File: src/sv/hts_pkg.sv
// Shared types, constants and tables of the haversine track distance block.
package hts_pkg;

    localparam int LAT_W      = 31;
    localparam int LON_W      = 32;
    localparam int DIST_W     = 48;
    localparam int RADIUS_W   = 23;
    localparam int CORDIC_STEPS_DEF = 24;

    localparam logic [RADIUS_W-1:0] RADIUS_RESET = 23'd6371000;

    // CORDIC datapath width and Q30 constants
    localparam int CW = 34;
    localparam int Q30_W = 31;
    localparam logic signed [CW-1:0] INV_GAIN = 34'sd652032874;
    localparam logic signed [CW-1:0] ONE_Q30  = 34'sd1073741824;

    // digit-serial multiplier geometry
    localparam int MUL_AW     = 34;
    localparam int MUL_DW     = 4;
    localparam int MUL_DIGITS = 9;
    localparam int MUL_BW     = MUL_DW * MUL_DIGITS;
    localparam int MUL_PW     = 2 * MUL_AW;

    // square root unit geometry
    localparam int SQ_NW = 62;

    localparam logic [MUL_AW-1:0] HALF_SCALE = 34'd2012227627;
    localparam logic [33:0] U360_34 = 34'd3600000000;
    localparam logic [33:0] U180_34 = 34'd1800000000;
    localparam logic [30:0] U180_31 = 31'd1800000000;
    localparam logic [30:0] U90_31  = 31'd900000000;

    typedef struct packed {
        logic signed [LAT_W-1:0] latitude;
        logic signed [LON_W-1:0] longitude;
        logic                    last_point;
    } t_in_item;

    typedef struct packed {
        logic [DIST_W-1:0] total_distance_mm;
        logic              saturated;
    } t_out_item;

    typedef enum logic [0:0] {
        CM_ROTATE,
        CM_VECTOR
    } t_cordic_mode;

    typedef enum logic [4:0] {
        S_IDLE,
        S_DLAT_HALF,
        S_DLAT_CORD,
        S_DLON_HALF,
        S_DLON_CORD,
        S_C1_HALF,
        S_C1_CORD,
        S_C2_HALF,
        S_C2_CORD,
        S_S1SQ,
        S_S2SQ,
        S_CC,
        S_A,
        S_SQY,
        S_SQX,
        S_ATAN,
        S_MM,
        S_FIN,
        S_OUT
    } t_state;

    function automatic logic signed [CW-1:0] atan_q30(input logic [5:0] i);
        logic signed [CW-1:0] v;
        case (i)
            6'd0: v = 34'sd843314857;
            6'd1: v = 34'sd497837829;
            6'd2: v = 34'sd263043837;
            6'd3: v = 34'sd133525159;
            6'd4: v = 34'sd67021687;
            6'd5: v = 34'sd33543516;
            6'd6: v = 34'sd16775851;
            6'd7: v = 34'sd8388437;
            6'd8: v = 34'sd4194283;
            6'd9: v = 34'sd2097149;
            default: begin
                if (i <= 6'd30) begin
                    v = 34'sd1 <<< (6'd30 - i);
                end else begin
                    v = '0;
                end
            end
        endcase
        return v;
    endfunction

endpackage

File: src/sv/hts_mult.sv
// Digit-serial unsigned multiplier, one radix-16 digit of the multiplier per cycle.
module hts_mult (
    input  logic                          i_clk,
    input  logic                          i_rst_n,
    input  logic                          i_start,
    input  logic [hts_pkg::MUL_AW-1:0]    i_a,
    input  logic [hts_pkg::MUL_AW-1:0]    i_b,
    output logic                          o_done,
    output logic [hts_pkg::MUL_PW-1:0]    o_p
);
    localparam int AW = hts_pkg::MUL_AW;
    localparam int DW = hts_pkg::MUL_DW;
    localparam int BW = hts_pkg::MUL_BW;
    localparam int HW = AW + DW;
    localparam int KW = $clog2(hts_pkg::MUL_DIGITS);

    logic [AW-1:0]    r_a;
    logic [HW-1:0]    r_acc;
    logic [BW-1:0]    r_lo;
    logic [KW-1:0]    r_cnt;
    logic             r_busy;
    logic             r_done;
    logic [HW-1:0]    prod;
    logic [HW-1:0]    sum;
    logic [HW+BW-1:0] w;

    always_comb begin
        prod = {{DW{1'b0}}, r_a} * {{AW{1'b0}}, r_lo[DW-1:0]};
        sum  = r_acc + prod;
        w    = {sum, r_lo} >> DW;
    end

    always_ff @(posedge i_clk) begin
        if (!i_rst_n) begin
            r_busy <= 1'b0;
            r_done <= 1'b0;
            r_cnt  <= '0;
        end else begin
            r_done <= 1'b0;
            if (i_start) begin
                r_busy <= 1'b1;
                r_cnt  <= '0;
            end else if (r_busy) begin
                if (r_cnt == KW'(hts_pkg::MUL_DIGITS - 1)) begin
                    r_busy <= 1'b0;
                    r_done <= 1'b1;
                end else begin
                    r_cnt <= r_cnt + 1'b1;
                end
            end
        end
    end

    always_ff @(posedge i_clk) begin
        if (i_start) begin
            r_a   <= i_a;
            r_acc <= '0;
            r_lo  <= {{(BW-AW){1'b0}}, i_b};
        end else if (r_busy) begin
            r_acc <= w[HW+BW-1:BW];
            r_lo  <= w[BW-1:0];
        end
    end

    assign o_done = r_done;
    assign o_p    = {r_acc[hts_pkg::MUL_PW-BW-1:0], r_lo};

endmodule

File: src/sv/hts_cordic.sv
// Iterative CORDIC, one micro-rotation per cycle, rotation and vectoring modes.
module hts_cordic #(
    parameter int CORDIC_STEPS = hts_pkg::CORDIC_STEPS_DEF
) (
    input  logic                               i_clk,
    input  logic                               i_rst_n,
    input  logic                               i_start,
    input  hts_pkg::t_cordic_mode              i_mode,
    input  logic signed [hts_pkg::CW-1:0]      i_x,
    input  logic signed [hts_pkg::CW-1:0]      i_y,
    input  logic signed [hts_pkg::CW-1:0]      i_z,
    output logic                               o_done,
    output logic signed [hts_pkg::CW-1:0]      o_x,
    output logic signed [hts_pkg::CW-1:0]      o_y,
    output logic signed [hts_pkg::CW-1:0]      o_z
);
    localparam int CW = hts_pkg::CW;
    localparam int IW = $clog2(CORDIC_STEPS);

    hts_pkg::t_cordic_mode   r_mode;
    logic [IW-1:0]           r_i;
    logic                    r_busy;
    logic                    r_done;
    logic signed [CW-1:0]    r_x;
    logic signed [CW-1:0]    r_y;
    logic signed [CW-1:0]    r_z;
    logic [5:0]              sh;
    logic signed [CW-1:0]    dx;
    logic signed [CW-1:0]    dy;
    logic signed [CW-1:0]    at;
    logic                    pos;

    always_comb begin
        sh  = 6'(r_i);
        dx  = r_y >>> sh;
        dy  = r_x >>> sh;
        at  = hts_pkg::atan_q30(sh);
        pos = (r_mode == hts_pkg::CM_ROTATE) ? !r_z[CW-1] : r_y[CW-1];
    end

    always_ff @(posedge i_clk) begin
        if (!i_rst_n) begin
            r_busy <= 1'b0;
            r_done <= 1'b0;
            r_i    <= '0;
        end else begin
            r_done <= 1'b0;
            if (i_start) begin
                r_busy <= 1'b1;
                r_i    <= '0;
            end else if (r_busy) begin
                if (r_i == IW'(CORDIC_STEPS - 1)) begin
                    r_busy <= 1'b0;
                    r_done <= 1'b1;
                end else begin
                    r_i <= r_i + 1'b1;
                end
            end
        end
    end

    always_ff @(posedge i_clk) begin
        if (i_start) begin
            r_mode <= i_mode;
            r_x    <= i_x;
            r_y    <= i_y;
            r_z    <= i_z;
        end else if (r_busy) begin
            if (pos) begin
                r_x <= r_x - dx;
                r_y <= r_y + dy;
                r_z <= r_z - at;
            end else begin
                r_x <= r_x + dx;
                r_y <= r_y - dy;
                r_z <= r_z + at;
            end
        end
    end

    assign o_done = r_done;
    assign o_x    = r_x;
    assign o_y    = r_y;
    assign o_z    = r_z;

endmodule

File: src/sv/hts_isqrt.sv
// Restoring bit-serial integer square root, one root bit per cycle.
module hts_isqrt (
    input  logic                          i_clk,
    input  logic                          i_rst_n,
    input  logic                          i_start,
    input  logic [hts_pkg::SQ_NW-1:0]     i_n,
    output logic                          o_done,
    output logic [hts_pkg::Q30_W-1:0]     o_root
);
    localparam int NW = hts_pkg::SQ_NW;

    logic [NW-1:0] r_n;
    logic [NW-1:0] r_res;
    logic [NW-1:0] r_bit;
    logic          r_busy;
    logic          r_done;
    logic [NW-1:0] t;

    assign t = r_res + r_bit;

    always_ff @(posedge i_clk) begin
        if (!i_rst_n) begin
            r_busy <= 1'b0;
            r_done <= 1'b0;
        end else begin
            r_done <= 1'b0;
            if (i_start) begin
                r_busy <= 1'b1;
            end else if (r_busy && r_bit[0]) begin
                r_busy <= 1'b0;
                r_done <= 1'b1;
            end
        end
    end

    always_ff @(posedge i_clk) begin
        if (i_start) begin
            r_n   <= i_n;
            r_res <= '0;
            r_bit <= NW'(1) << (NW - 2);
        end else if (r_busy) begin
            if (r_n >= t) begin
                r_n   <= r_n - t;
                r_res <= (r_res >> 1) + r_bit;
            end else begin
                r_res <= r_res >> 1;
            end
            r_bit <= r_bit >> 2;
        end
    end

    assign o_done = r_done;
    assign o_root = r_res[hts_pkg::Q30_W-1:0];

endmodule

File: src/sv/haversine_track_distance.sv
// Top level: track point sequencer, shared multiplier, CORDIC and square root units.
// One item at a time; a point with a predecessor takes five CORDIC runs, nine multiplies,
// two square roots and the S_IDLE and S_FIN control states; a first point takes S_IDLE, S_FIN.
// A point marked last also passes S_OUT, which waits until the output register is free;
// its result then waits in the output register. Reset clears track, sets radius.
module haversine_track_distance #(
    parameter int CORDIC_STEPS = hts_pkg::CORDIC_STEPS_DEF
) (
    input  logic                              i_clk,
    input  logic                              i_rst_n,
    input  logic                              i_in_valid,
    output logic                              o_in_ready,
    input  hts_pkg::t_in_item                 i_in_item,
    output logic                              o_out_valid,
    input  logic                              i_out_ready,
    output hts_pkg::t_out_item                o_out_item,
    input  logic                              i_cfg_we,
    input  logic [hts_pkg::RADIUS_W-1:0]      i_cfg_wdata
);
    localparam int CW = hts_pkg::CW;
    localparam int QW = hts_pkg::Q30_W;
    localparam int PW = hts_pkg::MUL_PW;
    localparam int DW = hts_pkg::DIST_W;
    localparam logic [PW-1:0] RND30 = PW'(1) << 29;
    localparam logic [PW-1:0] RND31 = PW'(1) << 30;
    localparam logic [PW-1:0] CEIL30 = (PW'(1) << 30) - PW'(1);

    function automatic logic [QW-1:0] fold_diff(input logic signed [33:0] d);
        logic [33:0] m;
        m = d[33] ? 34'(-d) : 34'(d);
        if (m >= hts_pkg::U360_34) begin
            m = m - hts_pkg::U360_34;
        end
        if (m > hts_pkg::U180_34) begin
            m = hts_pkg::U360_34 - m;
        end
        return m[QW-1:0];
    endfunction

    function automatic logic [QW-1:0] lat_mag(input logic signed [hts_pkg::LAT_W-1:0] lat);
        logic [QW-1:0] m;
        m = lat[hts_pkg::LAT_W-1] ? QW'(~lat + 31'd1) : QW'(lat);
        return m;
    endfunction

    function automatic logic [QW-1:0] lat_arg(input logic signed [hts_pkg::LAT_W-1:0] lat);
        logic [QW-1:0] m;
        logic [QW-1:0] u;
        m = lat_mag(lat);
        u = (m > hts_pkg::U90_31) ? hts_pkg::U180_31 - m : m;
        return {u[QW-2:0], 1'b0};
    endfunction

    function automatic logic [QW-1:0] clamp_q30(input logic signed [CW-1:0] v);
        logic [QW-1:0] r;
        if (v[CW-1]) begin
            r = '0;
        end else if (v > hts_pkg::ONE_Q30) begin
            r = QW'(hts_pkg::ONE_Q30);
        end else begin
            r = v[QW-1:0];
        end
        return r;
    endfunction

    hts_pkg::t_state    r_state, n_state;
    logic               r_issued, n_issued;
    logic [hts_pkg::RADIUS_W-1:0] r_radius, n_radius;
    logic signed [hts_pkg::LAT_W-1:0] r_lat, n_lat, r_plat, n_plat;
    logic signed [hts_pkg::LON_W-1:0] r_lon, n_lon, r_plon, n_plon;
    logic               r_last, n_last;
    logic               r_have_prev, n_have_prev;
    logic               r_ovf, n_ovf;
    logic [DW-1:0]      r_total, n_total;
    logic signed [CW-1:0] r_ang, n_ang;
    logic [QW-1:0]      r_s1, n_s1, r_s2, n_s2;
    logic [QW-1:0]      r_c1m, n_c1m, r_c2m, n_c2m;
    logic               r_c1n, n_c1n, r_c2n, n_c2n;
    logic [QW-1:0]      r_s1sq, n_s1sq, r_s2sq, n_s2sq;
    logic [QW-1:0]      r_ccm, n_ccm;
    logic               r_ccn, n_ccn;
    logic [QW-1:0]      r_a, n_a, r_sy, n_sy, r_sx, n_sx;
    logic [CW-1:0]      r_theta, n_theta;
    logic [34:0]        r_mm, n_mm;
    logic               r_out_valid, n_out_valid;
    hts_pkg::t_out_item r_out_item, n_out_item;

    logic               mul_start, mul_done;
    logic [hts_pkg::MUL_AW-1:0] mul_a, mul_b;
    logic [PW-1:0]      mul_p;
    logic               cor_start, cor_done;
    hts_pkg::t_cordic_mode cor_mode;
    logic signed [CW-1:0] cor_x0, cor_y0, cor_z0, cor_x, cor_y, cor_z;
    logic               sq_start, sq_done;
    logic [hts_pkg::SQ_NW-1:0] sq_n;
    logic [QW-1:0]      sq_root;

    logic               run_mul, run_cor, run_sq, step_done;
    logic signed [33:0] d_lat, d_lon;
    logic [hts_pkg::MUL_AW-1:0] r2000;
    logic [PW-1:0]      p_rnd30, p_rnd31, p_floor30, p_ceil30;
    logic [QW-1:0]      term;
    logic signed [CW-1:0] a_sum;
    logic [DW:0]        sum;

    always_comb begin
        d_lat = {{3{r_plat[hts_pkg::LAT_W-1]}}, r_plat} - {{3{r_lat[hts_pkg::LAT_W-1]}}, r_lat};
        d_lon = {{2{r_plon[hts_pkg::LON_W-1]}}, r_plon} - {{2{r_lon[hts_pkg::LON_W-1]}}, r_lon};
        r2000 = (34'(r_radius) << 11) - (34'(r_radius) << 5) - (34'(r_radius) << 4);
        p_rnd30   = (mul_p + RND30) >> 30;
        p_rnd31   = (mul_p + RND31) >> 31;
        p_floor30 = mul_p >> 30;
        p_ceil30  = (mul_p + CEIL30) >> 30;
        term  = r_ccn ? p_ceil30[QW-1:0] : p_floor30[QW-1:0];
        a_sum = r_ccn ? CW'(r_s1sq) - CW'(term) : CW'(r_s1sq) + CW'(term);
        sum   = {1'b0, r_total} + (DW+1)'(r_mm);
    end

    always_comb begin
        n_state     = r_state;
        n_issued    = r_issued;
        n_radius    = r_radius;
        n_lat       = r_lat;
        n_lon       = r_lon;
        n_last      = r_last;
        n_plat      = r_plat;
        n_plon      = r_plon;
        n_have_prev = r_have_prev;
        n_ovf       = r_ovf;
        n_total     = r_total;
        n_ang       = r_ang;
        n_s1        = r_s1;
        n_s2        = r_s2;
        n_c1m       = r_c1m;
        n_c2m       = r_c2m;
        n_c1n       = r_c1n;
        n_c2n       = r_c2n;
        n_s1sq      = r_s1sq;
        n_s2sq      = r_s2sq;
        n_ccm       = r_ccm;
        n_ccn       = r_ccn;
        n_a         = r_a;
        n_sy        = r_sy;
        n_sx        = r_sx;
        n_theta     = r_theta;
        n_mm        = r_mm;
        n_out_valid = r_out_valid;
        n_out_item  = r_out_item;
        run_mul     = 1'b0;
        run_cor     = 1'b0;
        run_sq      = 1'b0;
        mul_a       = hts_pkg::HALF_SCALE;
        mul_b       = '0;
        cor_mode    = hts_pkg::CM_ROTATE;
        cor_x0      = hts_pkg::INV_GAIN;
        cor_y0      = '0;
        cor_z0      = r_ang;
        sq_n        = hts_pkg::SQ_NW'(r_a) << 30;
        step_done   = mul_done | cor_done | sq_done;

        if (i_cfg_we) begin
            n_radius = i_cfg_wdata;
        end
        if (r_out_valid && i_out_ready) begin
            n_out_valid = 1'b0;
        end

        case (r_state)
            hts_pkg::S_IDLE: begin
                if (i_in_valid) begin
                    n_lat   = i_in_item.latitude;
                    n_lon   = i_in_item.longitude;
                    n_last  = i_in_item.last_point;
                    n_mm    = '0;
                    n_state = r_have_prev ? hts_pkg::S_DLAT_HALF : hts_pkg::S_FIN;
                end
            end
            hts_pkg::S_DLAT_HALF: begin
                run_mul = 1'b1;
                mul_b   = 34'(fold_diff(d_lat));
                if (mul_done) begin
                    n_ang   = p_rnd31[CW-1:0];
                    n_state = hts_pkg::S_DLAT_CORD;
                end
            end
            hts_pkg::S_DLAT_CORD: begin
                run_cor = 1'b1;
                if (cor_done) begin
                    n_s1    = clamp_q30(cor_y);
                    n_state = hts_pkg::S_DLON_HALF;
                end
            end
            hts_pkg::S_DLON_HALF: begin
                run_mul = 1'b1;
                mul_b   = 34'(fold_diff(d_lon));
                if (mul_done) begin
                    n_ang   = p_rnd31[CW-1:0];
                    n_state = hts_pkg::S_DLON_CORD;
                end
            end
            hts_pkg::S_DLON_CORD: begin
                run_cor = 1'b1;
                if (cor_done) begin
                    n_s2    = clamp_q30(cor_y);
                    n_state = hts_pkg::S_C1_HALF;
                end
            end
            hts_pkg::S_C1_HALF: begin
                run_mul = 1'b1;
                mul_b   = 34'(lat_arg(r_plat));
                if (mul_done) begin
                    n_ang   = p_rnd31[CW-1:0];
                    n_state = hts_pkg::S_C1_CORD;
                end
            end
            hts_pkg::S_C1_CORD: begin
                run_cor = 1'b1;
                if (cor_done) begin
                    n_c1m   = clamp_q30(cor_x);
                    n_c1n   = lat_mag(r_plat) > hts_pkg::U90_31;
                    n_state = hts_pkg::S_C2_HALF;
                end
            end
            hts_pkg::S_C2_HALF: begin
                run_mul = 1'b1;
                mul_b   = 34'(lat_arg(r_lat));
                if (mul_done) begin
                    n_ang   = p_rnd31[CW-1:0];
                    n_state = hts_pkg::S_C2_CORD;
                end
            end
            hts_pkg::S_C2_CORD: begin
                run_cor = 1'b1;
                if (cor_done) begin
                    n_c2m   = clamp_q30(cor_x);
                    n_c2n   = lat_mag(r_lat) > hts_pkg::U90_31;
                    n_state = hts_pkg::S_S1SQ;
                end
            end
            hts_pkg::S_S1SQ: begin
                run_mul = 1'b1;
                mul_a   = 34'(r_s1);
                mul_b   = 34'(r_s1);
                if (mul_done) begin
                    n_s1sq  = p_rnd30[QW-1:0];
                    n_state = hts_pkg::S_S2SQ;
                end
            end
            hts_pkg::S_S2SQ: begin
                run_mul = 1'b1;
                mul_a   = 34'(r_s2);
                mul_b   = 34'(r_s2);
                if (mul_done) begin
                    n_s2sq  = p_rnd30[QW-1:0];
                    n_state = hts_pkg::S_CC;
                end
            end
            hts_pkg::S_CC: begin
                run_mul = 1'b1;
                mul_a   = 34'(r_c1m);
                mul_b   = 34'(r_c2m);
                if (mul_done) begin
                    n_ccn   = r_c1n ^ r_c2n;
                    n_ccm   = (r_c1n ^ r_c2n) ? p_ceil30[QW-1:0] : p_floor30[QW-1:0];
                    n_state = hts_pkg::S_A;
                end
            end
            hts_pkg::S_A: begin
                run_mul = 1'b1;
                mul_a   = 34'(r_ccm);
                mul_b   = 34'(r_s2sq);
                if (mul_done) begin
                    n_a     = clamp_q30(a_sum);
                    n_state = hts_pkg::S_SQY;
                end
            end
            hts_pkg::S_SQY: begin
                run_sq = 1'b1;
                if (sq_done) begin
                    n_sy    = sq_root;
                    n_state = hts_pkg::S_SQX;
                end
            end
            hts_pkg::S_SQX: begin
                run_sq = 1'b1;
                sq_n   = hts_pkg::SQ_NW'(QW'(hts_pkg::ONE_Q30) - r_a) << 30;
                if (sq_done) begin
                    n_sx    = sq_root;
                    n_state = hts_pkg::S_ATAN;
                end
            end
            hts_pkg::S_ATAN: begin
                run_cor  = 1'b1;
                cor_mode = hts_pkg::CM_VECTOR;
                cor_x0   = CW'(r_sx);
                cor_y0   = CW'(r_sy);
                cor_z0   = '0;
                if (cor_done) begin
                    n_theta = cor_z[CW-1] ? '0 : CW'(cor_z);
                    n_state = hts_pkg::S_MM;
                end
            end
            hts_pkg::S_MM: begin
                run_mul = 1'b1;
                mul_a   = r2000;
                mul_b   = r_theta;
                if (mul_done) begin
                    n_mm    = p_rnd30[34:0];
                    n_state = hts_pkg::S_FIN;
                end
            end
            hts_pkg::S_FIN: begin
                if (sum[DW]) begin
                    n_total = '1;
                    n_ovf   = 1'b1;
                end else begin
                    n_total = sum[DW-1:0];
                end
                n_plat      = r_lat;
                n_plon      = r_lon;
                n_have_prev = 1'b1;
                n_state     = r_last ? hts_pkg::S_OUT : hts_pkg::S_IDLE;
            end
            hts_pkg::S_OUT: begin
                if (!r_out_valid || i_out_ready) begin
                    n_out_item.total_distance_mm = r_total;
                    n_out_item.saturated         = r_ovf;
                    n_out_valid = 1'b1;
                    n_total     = '0;
                    n_ovf       = 1'b0;
                    n_have_prev = 1'b0;
                    n_plat      = '0;
                    n_plon      = '0;
                    n_state     = hts_pkg::S_IDLE;
                end
            end
            default: begin
                n_state = hts_pkg::S_IDLE;
            end
        endcase

        mul_start = run_mul && !r_issued;
        cor_start = run_cor && !r_issued;
        sq_start  = run_sq && !r_issued;
        if (run_mul || run_cor || run_sq) begin
            n_issued = !step_done;
        end
    end

    always_ff @(posedge i_clk) begin
        if (!i_rst_n) begin
            r_state     <= hts_pkg::S_IDLE;
            r_issued    <= 1'b0;
            r_radius    <= hts_pkg::RADIUS_RESET;
            r_have_prev <= 1'b0;
            r_ovf       <= 1'b0;
            r_total     <= '0;
            r_out_valid <= 1'b0;
        end else begin
            r_state     <= n_state;
            r_issued    <= n_issued;
            r_radius    <= n_radius;
            r_have_prev <= n_have_prev;
            r_ovf       <= n_ovf;
            r_total     <= n_total;
            r_out_valid <= n_out_valid;
        end
    end

    always_ff @(posedge i_clk) begin
        r_lat      <= n_lat;
        r_lon      <= n_lon;
        r_last     <= n_last;
        r_plat     <= n_plat;
        r_plon     <= n_plon;
        r_ang      <= n_ang;
        r_s1       <= n_s1;
        r_s2       <= n_s2;
        r_c1m      <= n_c1m;
        r_c2m      <= n_c2m;
        r_c1n      <= n_c1n;
        r_c2n      <= n_c2n;
        r_s1sq     <= n_s1sq;
        r_s2sq     <= n_s2sq;
        r_ccm      <= n_ccm;
        r_ccn      <= n_ccn;
        r_a        <= n_a;
        r_sy       <= n_sy;
        r_sx       <= n_sx;
        r_theta    <= n_theta;
        r_mm       <= n_mm;
        r_out_item <= n_out_item;
    end

    hts_mult u_mult (
        .i_clk   (i_clk),
        .i_rst_n (i_rst_n),
        .i_start (mul_start),
        .i_a     (mul_a),
        .i_b     (mul_b),
        .o_done  (mul_done),
        .o_p     (mul_p)
    );

    hts_cordic #(
        .CORDIC_STEPS (CORDIC_STEPS)
    ) u_cordic (
        .i_clk   (i_clk),
        .i_rst_n (i_rst_n),
        .i_start (cor_start),
        .i_mode  (cor_mode),
        .i_x     (cor_x0),
        .i_y     (cor_y0),
        .i_z     (cor_z0),
        .o_done  (cor_done),
        .o_x     (cor_x),
        .o_y     (cor_y),
        .o_z     (cor_z)
    );

    hts_isqrt u_isqrt (
        .i_clk   (i_clk),
        .i_rst_n (i_rst_n),
        .i_start (sq_start),
        .i_n     (sq_n),
        .o_done  (sq_done),
        .o_root  (sq_root)
    );

    assign o_in_ready  = (r_state == hts_pkg::S_IDLE);
    assign o_out_valid = r_out_valid;
    assign o_out_item  = r_out_item;

endmodule

File: config.mk
export PLATFORM = sky130hd
export DESIGN_NAME = haversine_track_distance
export DESIGN_NICKNAME = d
export VERILOG_FILES = /design/src/sv/hts_pkg.sv /design/src/sv/hts_mult.sv /design/src/sv/hts_cordic.sv /design/src/sv/hts_isqrt.sv /design/src/sv/haversine_track_distance.sv
export SDC_FILE = /design/constraint.sdc
export NUM_CORES = 2
export LEC_CHECK = 0
export ABC_AREA = 1
export BUFFER_PORTS_ARGS = -buffer_cell sky130_fd_sc_hd__buf_2
export CAP_MARGIN = 40
export CORE_UTILIZATION = 55
export DETAILED_ROUTE_END_ITERATION = 10
export PLACE_DENSITY = 0.71
export SKIP_CTS_REPAIR_TIMING = 1
export SLEW_MARGIN = 25
export SYNTH_ARGS = -nofsm -noshare
export SYNTH_HDL_FRONTEND = slang
export SYNTH_SLANG_ARGS = --single-unit
File: constraint.sdc
create_clock -name i_clk -period 8.1 [get_ports i_clk]
set_clock_uncertainty 0.15 [all_clocks]
set_input_delay 1.62 -clock i_clk [delete_from_list [all_inputs] [get_ports i_clk]]
set_output_delay 1.62 -clock i_clk [all_outputs]
set_load 0.005 [all_outputs]
Yosys cells after proc, flatten, opt, wreduce, memory -nomap -nowiden
Cells that the tools add are included.

Bits in registers: 1049. Output and inout port bits: 51. Input bits: 92.

Shifts and indexed selects: 3. $add $sub $neg: 34. Bitwise logic cells: 10. Muxes and demuxes: 97. $lt $le $gt $ge: 11. Equality and inequality tests: 48. Multiply operators: 1. Reductions and logical operators: 52.

Operators by type and width (count): $mux 34 (20); $mux 31 (14); $pmux 34 s10 (1); $mux 62 (5); $pmux 34 s9 (1); $pmux 34 s5 (1); $add 34x34->34 (3); $gt 34x32->1 const B (3); $sub 34x34->34 (3); $mux 5 (20); $mux 48 (2); $pmux 48 s2 (1); $pmux 5 s19 (1); $mux 35 (2); $pmux 35 s2 (1); $ge 34x32->1 const B (2); $gt 34x31->1 const B (2); $sshr 34x5->34 (2); $sub 34x32->34 const B (2); $add 65x30->65 const B (1); $add 65x31->65 const B (1); $pmux 32 s2 (1); $sub 31x31->32 (2); $add 31x1->31 const B (2); 53 further kinds (163).

Depth between registers and ports, before layout
Word-level depth: 10. Gate-level depth with buffers: 58.

Cells and area by module
From an unflattened synthesis, not the netlist that was laid out.

Cells, all modules: 14490. Area, all modules: 96319.9 µm².

By module, submodules not included: haversine_track_distance (area each 49174.7 µm², instances 1, cells each 6677, sequential area each 19348.6 µm²); hts_isqrt (area each 19123.3 µm², instances 1, cells each 3387, sequential area each 3763.6 µm²); hts_cordic (area each 17511.8 µm², instances 1, cells each 2959, sequential area each 3233.1 µm²); hts_mult (area each 10510.1 µm², instances 1, cells each 1467, sequential area each 2882.8 µm²).

Worst setup path after synthesis
No wires, ideal clock.

Path type: register -> register. Start point: reg u_isqrt.r_res[2]. End point: reg u_isqrt.r_n[0], enable pin. Path buffers: 1. Path slack: 905 ps. Setup time: 421 ps. Data arrival time: 6624 ps. Required time: 7529 ps. Cell stages (with the launch flop): 30. Path through: dfxtp_1 > ha_1 > nand3_1 > nand2_1 > a21oi_1 > o21ai_0 > a21oi_1 > o21ai_0 > a21oi_1 > o21ai_0 > a21oi_1 > o21ai_0 > a21oi_1 > o21ai_0 > a21oi_1 > o21ai_0 > a21oi_1 > o21ai_0 > a21oi_1 > xor2_1 > ha_1 > nand2_1 > nor2_1 > inv_1 > nor4_1 > nand4_1 > nand3_1 > clkbuf_1 > nand2_1 > nand2_1.

Cells in the longest elaborated chain, start to end: 4.

Ends and longest elaborated chain: start: declaration (line hts_isqrt.sv:13) `logic [NW-1:0] r_res;`; start signal: assignment (line hts_isqrt.sv:44) `r_res <= (r_res >> 1) + r_bit;`; start signal: assignment (line hts_isqrt.sv:46) `r_res <= r_res >> 1;`; $add 62x61->62 (line hts_isqrt.sv:19) `assign t = r_res + r_bit;`; $ge 62x62->1 (line hts_isqrt.sv:42) `if (r_n >= t) begin`; $reduce_bool 2->1 (no source line); $reduce_and 2->1 (no source line); end signal: assignment (line hts_isqrt.sv:38) `r_n <= i_n;`; end signal: assignment (line hts_isqrt.sv:43) `r_n <= r_n - t;`; end: declaration (line hts_isqrt.sv:12) `logic [NW-1:0] r_n;`.

No other way between the ends. A chain may end at the register's enable or synchronous reset.

Worst setup path in the final report
Start point: reg u_cordic.r_i[0]. End point: reg u_cordic.r_x[33] (netlist: u_cordic.o_x[33]) (data pin).

Cells in the longest elaborated chain, start to end: 5. Elaborated cells on any way between the ends: 6. Those cells by class: add/sub (2); shift (1); mux (3).

Ends and longest elaborated chain: start: declaration (line hts_cordic.sv:21) `logic [IW-1:0] r_i;`; start signal: assignment (line hts_cordic.sv:56) `r_i <= r_i + 1'b1;`; $sshr 34x5->34 (*) (line hts_cordic.sv:35) `dx = r_y >>> sh;`; $add 34x34->34 or $sub 34x34->34 (tied branches) (line hts_cordic.sv:74, hts_cordic.sv:70); $mux 34 (*) (line hts_cordic.sv:69) `if (pos) begin`; $mux 34 (*) (line hts_cordic.sv:68) `end else if (r_busy) begin`; $mux 34 (*) (line hts_cordic.sv:63) `if (i_start) begin`; end signal: assignment (line hts_cordic.sv:65) `r_x <= i_x;`; end signal: assignment (line hts_cordic.sv:70) `r_x <= r_x - dx;`; end signal: assignment (line hts_cordic.sv:74) `r_x <= r_x + dx;`; end: declaration (line hts_cordic.sv:24) `logic signed [CW-1:0] r_x;`.

Every way passes the cells marked *; elsewhere a longest branch is shown, timed or not. The select of a mux whose other input is x is not followed.

==> run_results.csv <==
group,metric,value,unit
drt,wl_per_cell,22.4,um
floorplan,dieArea,158000,um^2
setup_path,ff2ff_setup_slack,690,ps
timing,finalHoldViolations,0,
clocking,clock_latency,810,ps
synth,mappedNetlistArea,85800,um^2
timing,setup_slack,687,ps
timing,relSlewSlack,0.355,
timing,clock.fmax,135,MHz
synth,async_flop_share,0,
clocking,cts_made_buffers,117,
clocking,cts_tree,"done",
global_route,first_global_vias,78000,
drt,wirelength,316000,um
timing,rsz0062_at_grt,"no",
floorplan,core,155000,um^2
setup_path,critPathSlowestCell,"dfxtp_4",
setup_path,worstPathRequired,8430,ps
pwr,vdd_ir_drop_max,0.635,mV
synth,avgSynthCellArea,7.23,um^2
placed_design,placed_area,89200,um^2
setup_path,crit_top_cell,"o21ai_0",
finish,stdcell_count,14100,
global_route,overflow,0,
finish,design_area,93500,um^2
setup_path,cp-end-kind,"flop",
setup_path,crit_path_start_kind,"flop",
setup_path,cpPeakStageDelay,610,ps
clocking,cts.sinks,1048,
synth,syn_inst,11900,
setup_path,setup.worst_path.class,"reg -> reg",
floorplan,die_h,397,um
timing,fin_crit,7410,ps
synth,ys_seq_area_frac,0.340,
drt,drc,28,
global_route,grt_use_met3,0.0697,
timing,setup_tns,0,ps
pwr,total_leakage_power,42.0,nW
global_route,grt.total_usage,0.391,
setup_path,critPathArrivalTime,7750,ps
placed_design,hpwlAfterDp,249000,um
clocking,clkSlewWorstSetupHoldPaths,60,ps
drt,via_per_inst,5.95,
finish,area_delta_synth_final,8.87,%
clocking,cts_buffer_depth,3,
drt,first_iter_violations,9944,
pwr,power_density,510,nW/um^2
clocking,clockRootBuffer,"clkbuf_16",
finish,fin_util,0.605,
global_route,grt_pass1_wl,472000,um
floorplan,io_pins,143,
global_route,use_met1,0.516,
timing,fin_crit_sh,0.915,
global_route,busiest_layer,"met2",
global_route,grtUsageMet2,0.611,
placed_design,dp_slack,678,ps
min_path,min_from,"r_ovf",
timing,tightest_slew,943,ps
timing,drv_slew,0,
placed_design,dp.cells,13900,
clocking,htreeDepth,3,
min_path,hold_class,"reg -> reg",
drt,detailedRoute.firstPassIterationCount,11,
synth,yosys_register_bits,1048,
run_status,violations,"DRC",
setup_path,path_max_fanout,87,
synth,synth_flop_cell,"edfxtp_1",
setup_path,worst_r2r_startpoint,"u_cordic.r_i[0]",
synth,ys_warn_count,0,
finish,final_common_cell,"nand2_1",
placed_design,finalWeightedCongestion,1.05,
global_route,grt_antenna_before_repair,14,
synth,yosysUniqueCellTypes,75,
finish,fillCellCount,14300,
finish,nets,12700,
synth,synth_fp_nets,12600,
drt,vias,84100,
run_status,status,"finished, violations left",
global_route,grt_max_degree,118,
placed_design,port_buffers,142,
finish,mostFrequentLayoutCells,"nand2_1 (2696), inv_1 (1781), nor2_1 (1212), o21ai_0 (915), a21oi_1 (873)",
synth,synth_edf_count,824,
timing,setup_viol,0,
floorplan,die_w,397,um
floorplan,rows,144,
setup_path,cp-startpoint,"u_cordic.r_i[0]",
finish,drive_gt1_frac,0.0608,
run,maxCapViolations,0,
drt,antenna_left,0,
floorplan,start_util,0.555,
## worst paths after layout
path | end | cells after the start
setup / recovery | u_cordic.o_x[33] | 33
hold / removal | o_out_item[0] | 0
setup reg to reg | u_cordic.o_x[33] | 33
hold reg to reg | o_out_item[0] | 0
## power by group
part	switching, mW	internal [mW]
clock network	2.58	3.13
logic	21.9	11.0
registers	1.26	7.78
total	25.8	21.9
## cell usage after synthesis, types with 13 or more instances
cell      number  area, um^2
a31oi_1       64         400
o21bai_1      34         255
nor2_1      1238        4650
clkbuf_1     298        1120
a21o_1        17         128
nor3_1       174         871
inv_2         16        60.1
o221ai_1      44         385
inv_1       1786        6700
nor4_1        50         313
o211ai_1      43         323
a21boi_0      40         300
nor2_2        19         119
nand3_1      619        3100
o31ai_1       36         270
o21a_1        37         278
o22ai_1       36         225
nand3b_1      18         135
xnor2_1      158        1380
nand4_1      160        1000
edfxtp_1     824       24700
a22oi_1       20         150
buf_1         32         120
nand2_1     2698       10100
a221oi_1      13         114
nand2_2       35         219
dfxtp_1      224        4480
fa_1         122        2440
a22o_1        53         464
mux2i_1       60         601
o21ai_0      922        4610
a21oi_1      873        4370
or2_2         58         363
xor2_1       385        3370
ha_1         490        6130
a211oi_1      36         270
o21ai_1       15        75.1
## cell type report
cell class | count | area (um^2) | share of cell area
sequential | 1048 | 29200 | 0.313
antenna | 2 | 5.00 | 0.0000535
clock inverter | 77 | 850 | 0.00909
clock buffer | 147 | 3250 | 0.0348
timing repair buffer | 316 | 2150 | 0.0230
multi-input combinational | 8668 | 48600 | 0.520
inverter | 1815 | 6820 | 0.0730
tap | 2044 | 2560 | 0.0274
## metrics by stage
| step | hold slack (ps) | power [mW] |
|---|---|---|
| finish | 279 | 47.6 |
| global route | 296 | 51.3 |
| floorplan | 259 | 31.6 |
| global placement | 277 | 40.3 |
| CTS | 283 | 46.8 |
| detailed placement | 285 | 40.9 |
## layer usage
metal  routed length, um  part of all wire
met1              126000              0.40
met2              138000              0.44
met3               31400             0.099
met4               19700             0.062
met5                 100           0.00032
## sequential cells by signal, indices dropped and copies added, names as in the netlist, 34 cells and up
register and cells:
o_out_item 49, u_isqrt.r_res 62, u_cordic.o_z 34, r_ang 34, r_total 48, u_mult.r_lo 36, u_cordic.o_x 34, u_mult.r_acc 34
r_mm 35, u_mult.r_a 34, u_isqrt.r_n 62, u_cordic.o_y 34
## logic make-up after synthesis
kind of cell / count (synthesis) / synth area share
buffers and inverters: 2166 / 0.0957
flip-flops: 1048 / 0.340
multiplexers: 60 / 0.00700
adder cells (fa/ha/maj): 612 / 0.0999
AND/OR/NAND/NOR: 5112 / 0.248
XOR/XNOR: 546 / 0.0560
AO/OA/AOI/OAI: 2338 / 0.153
## worst max-delay path, delay by kind of cell, from the launching register on
family | cells | cell delay [ps]
compound gates | 11 | 2550
flops | 1 | 610
simple gates | 16 | 2220
xor+xnor | 2 | 650
buf+inv | 3 | 550
fa+ha+maj | 1 | 360
Note: power is estimated with default switching activity, not from simulation.
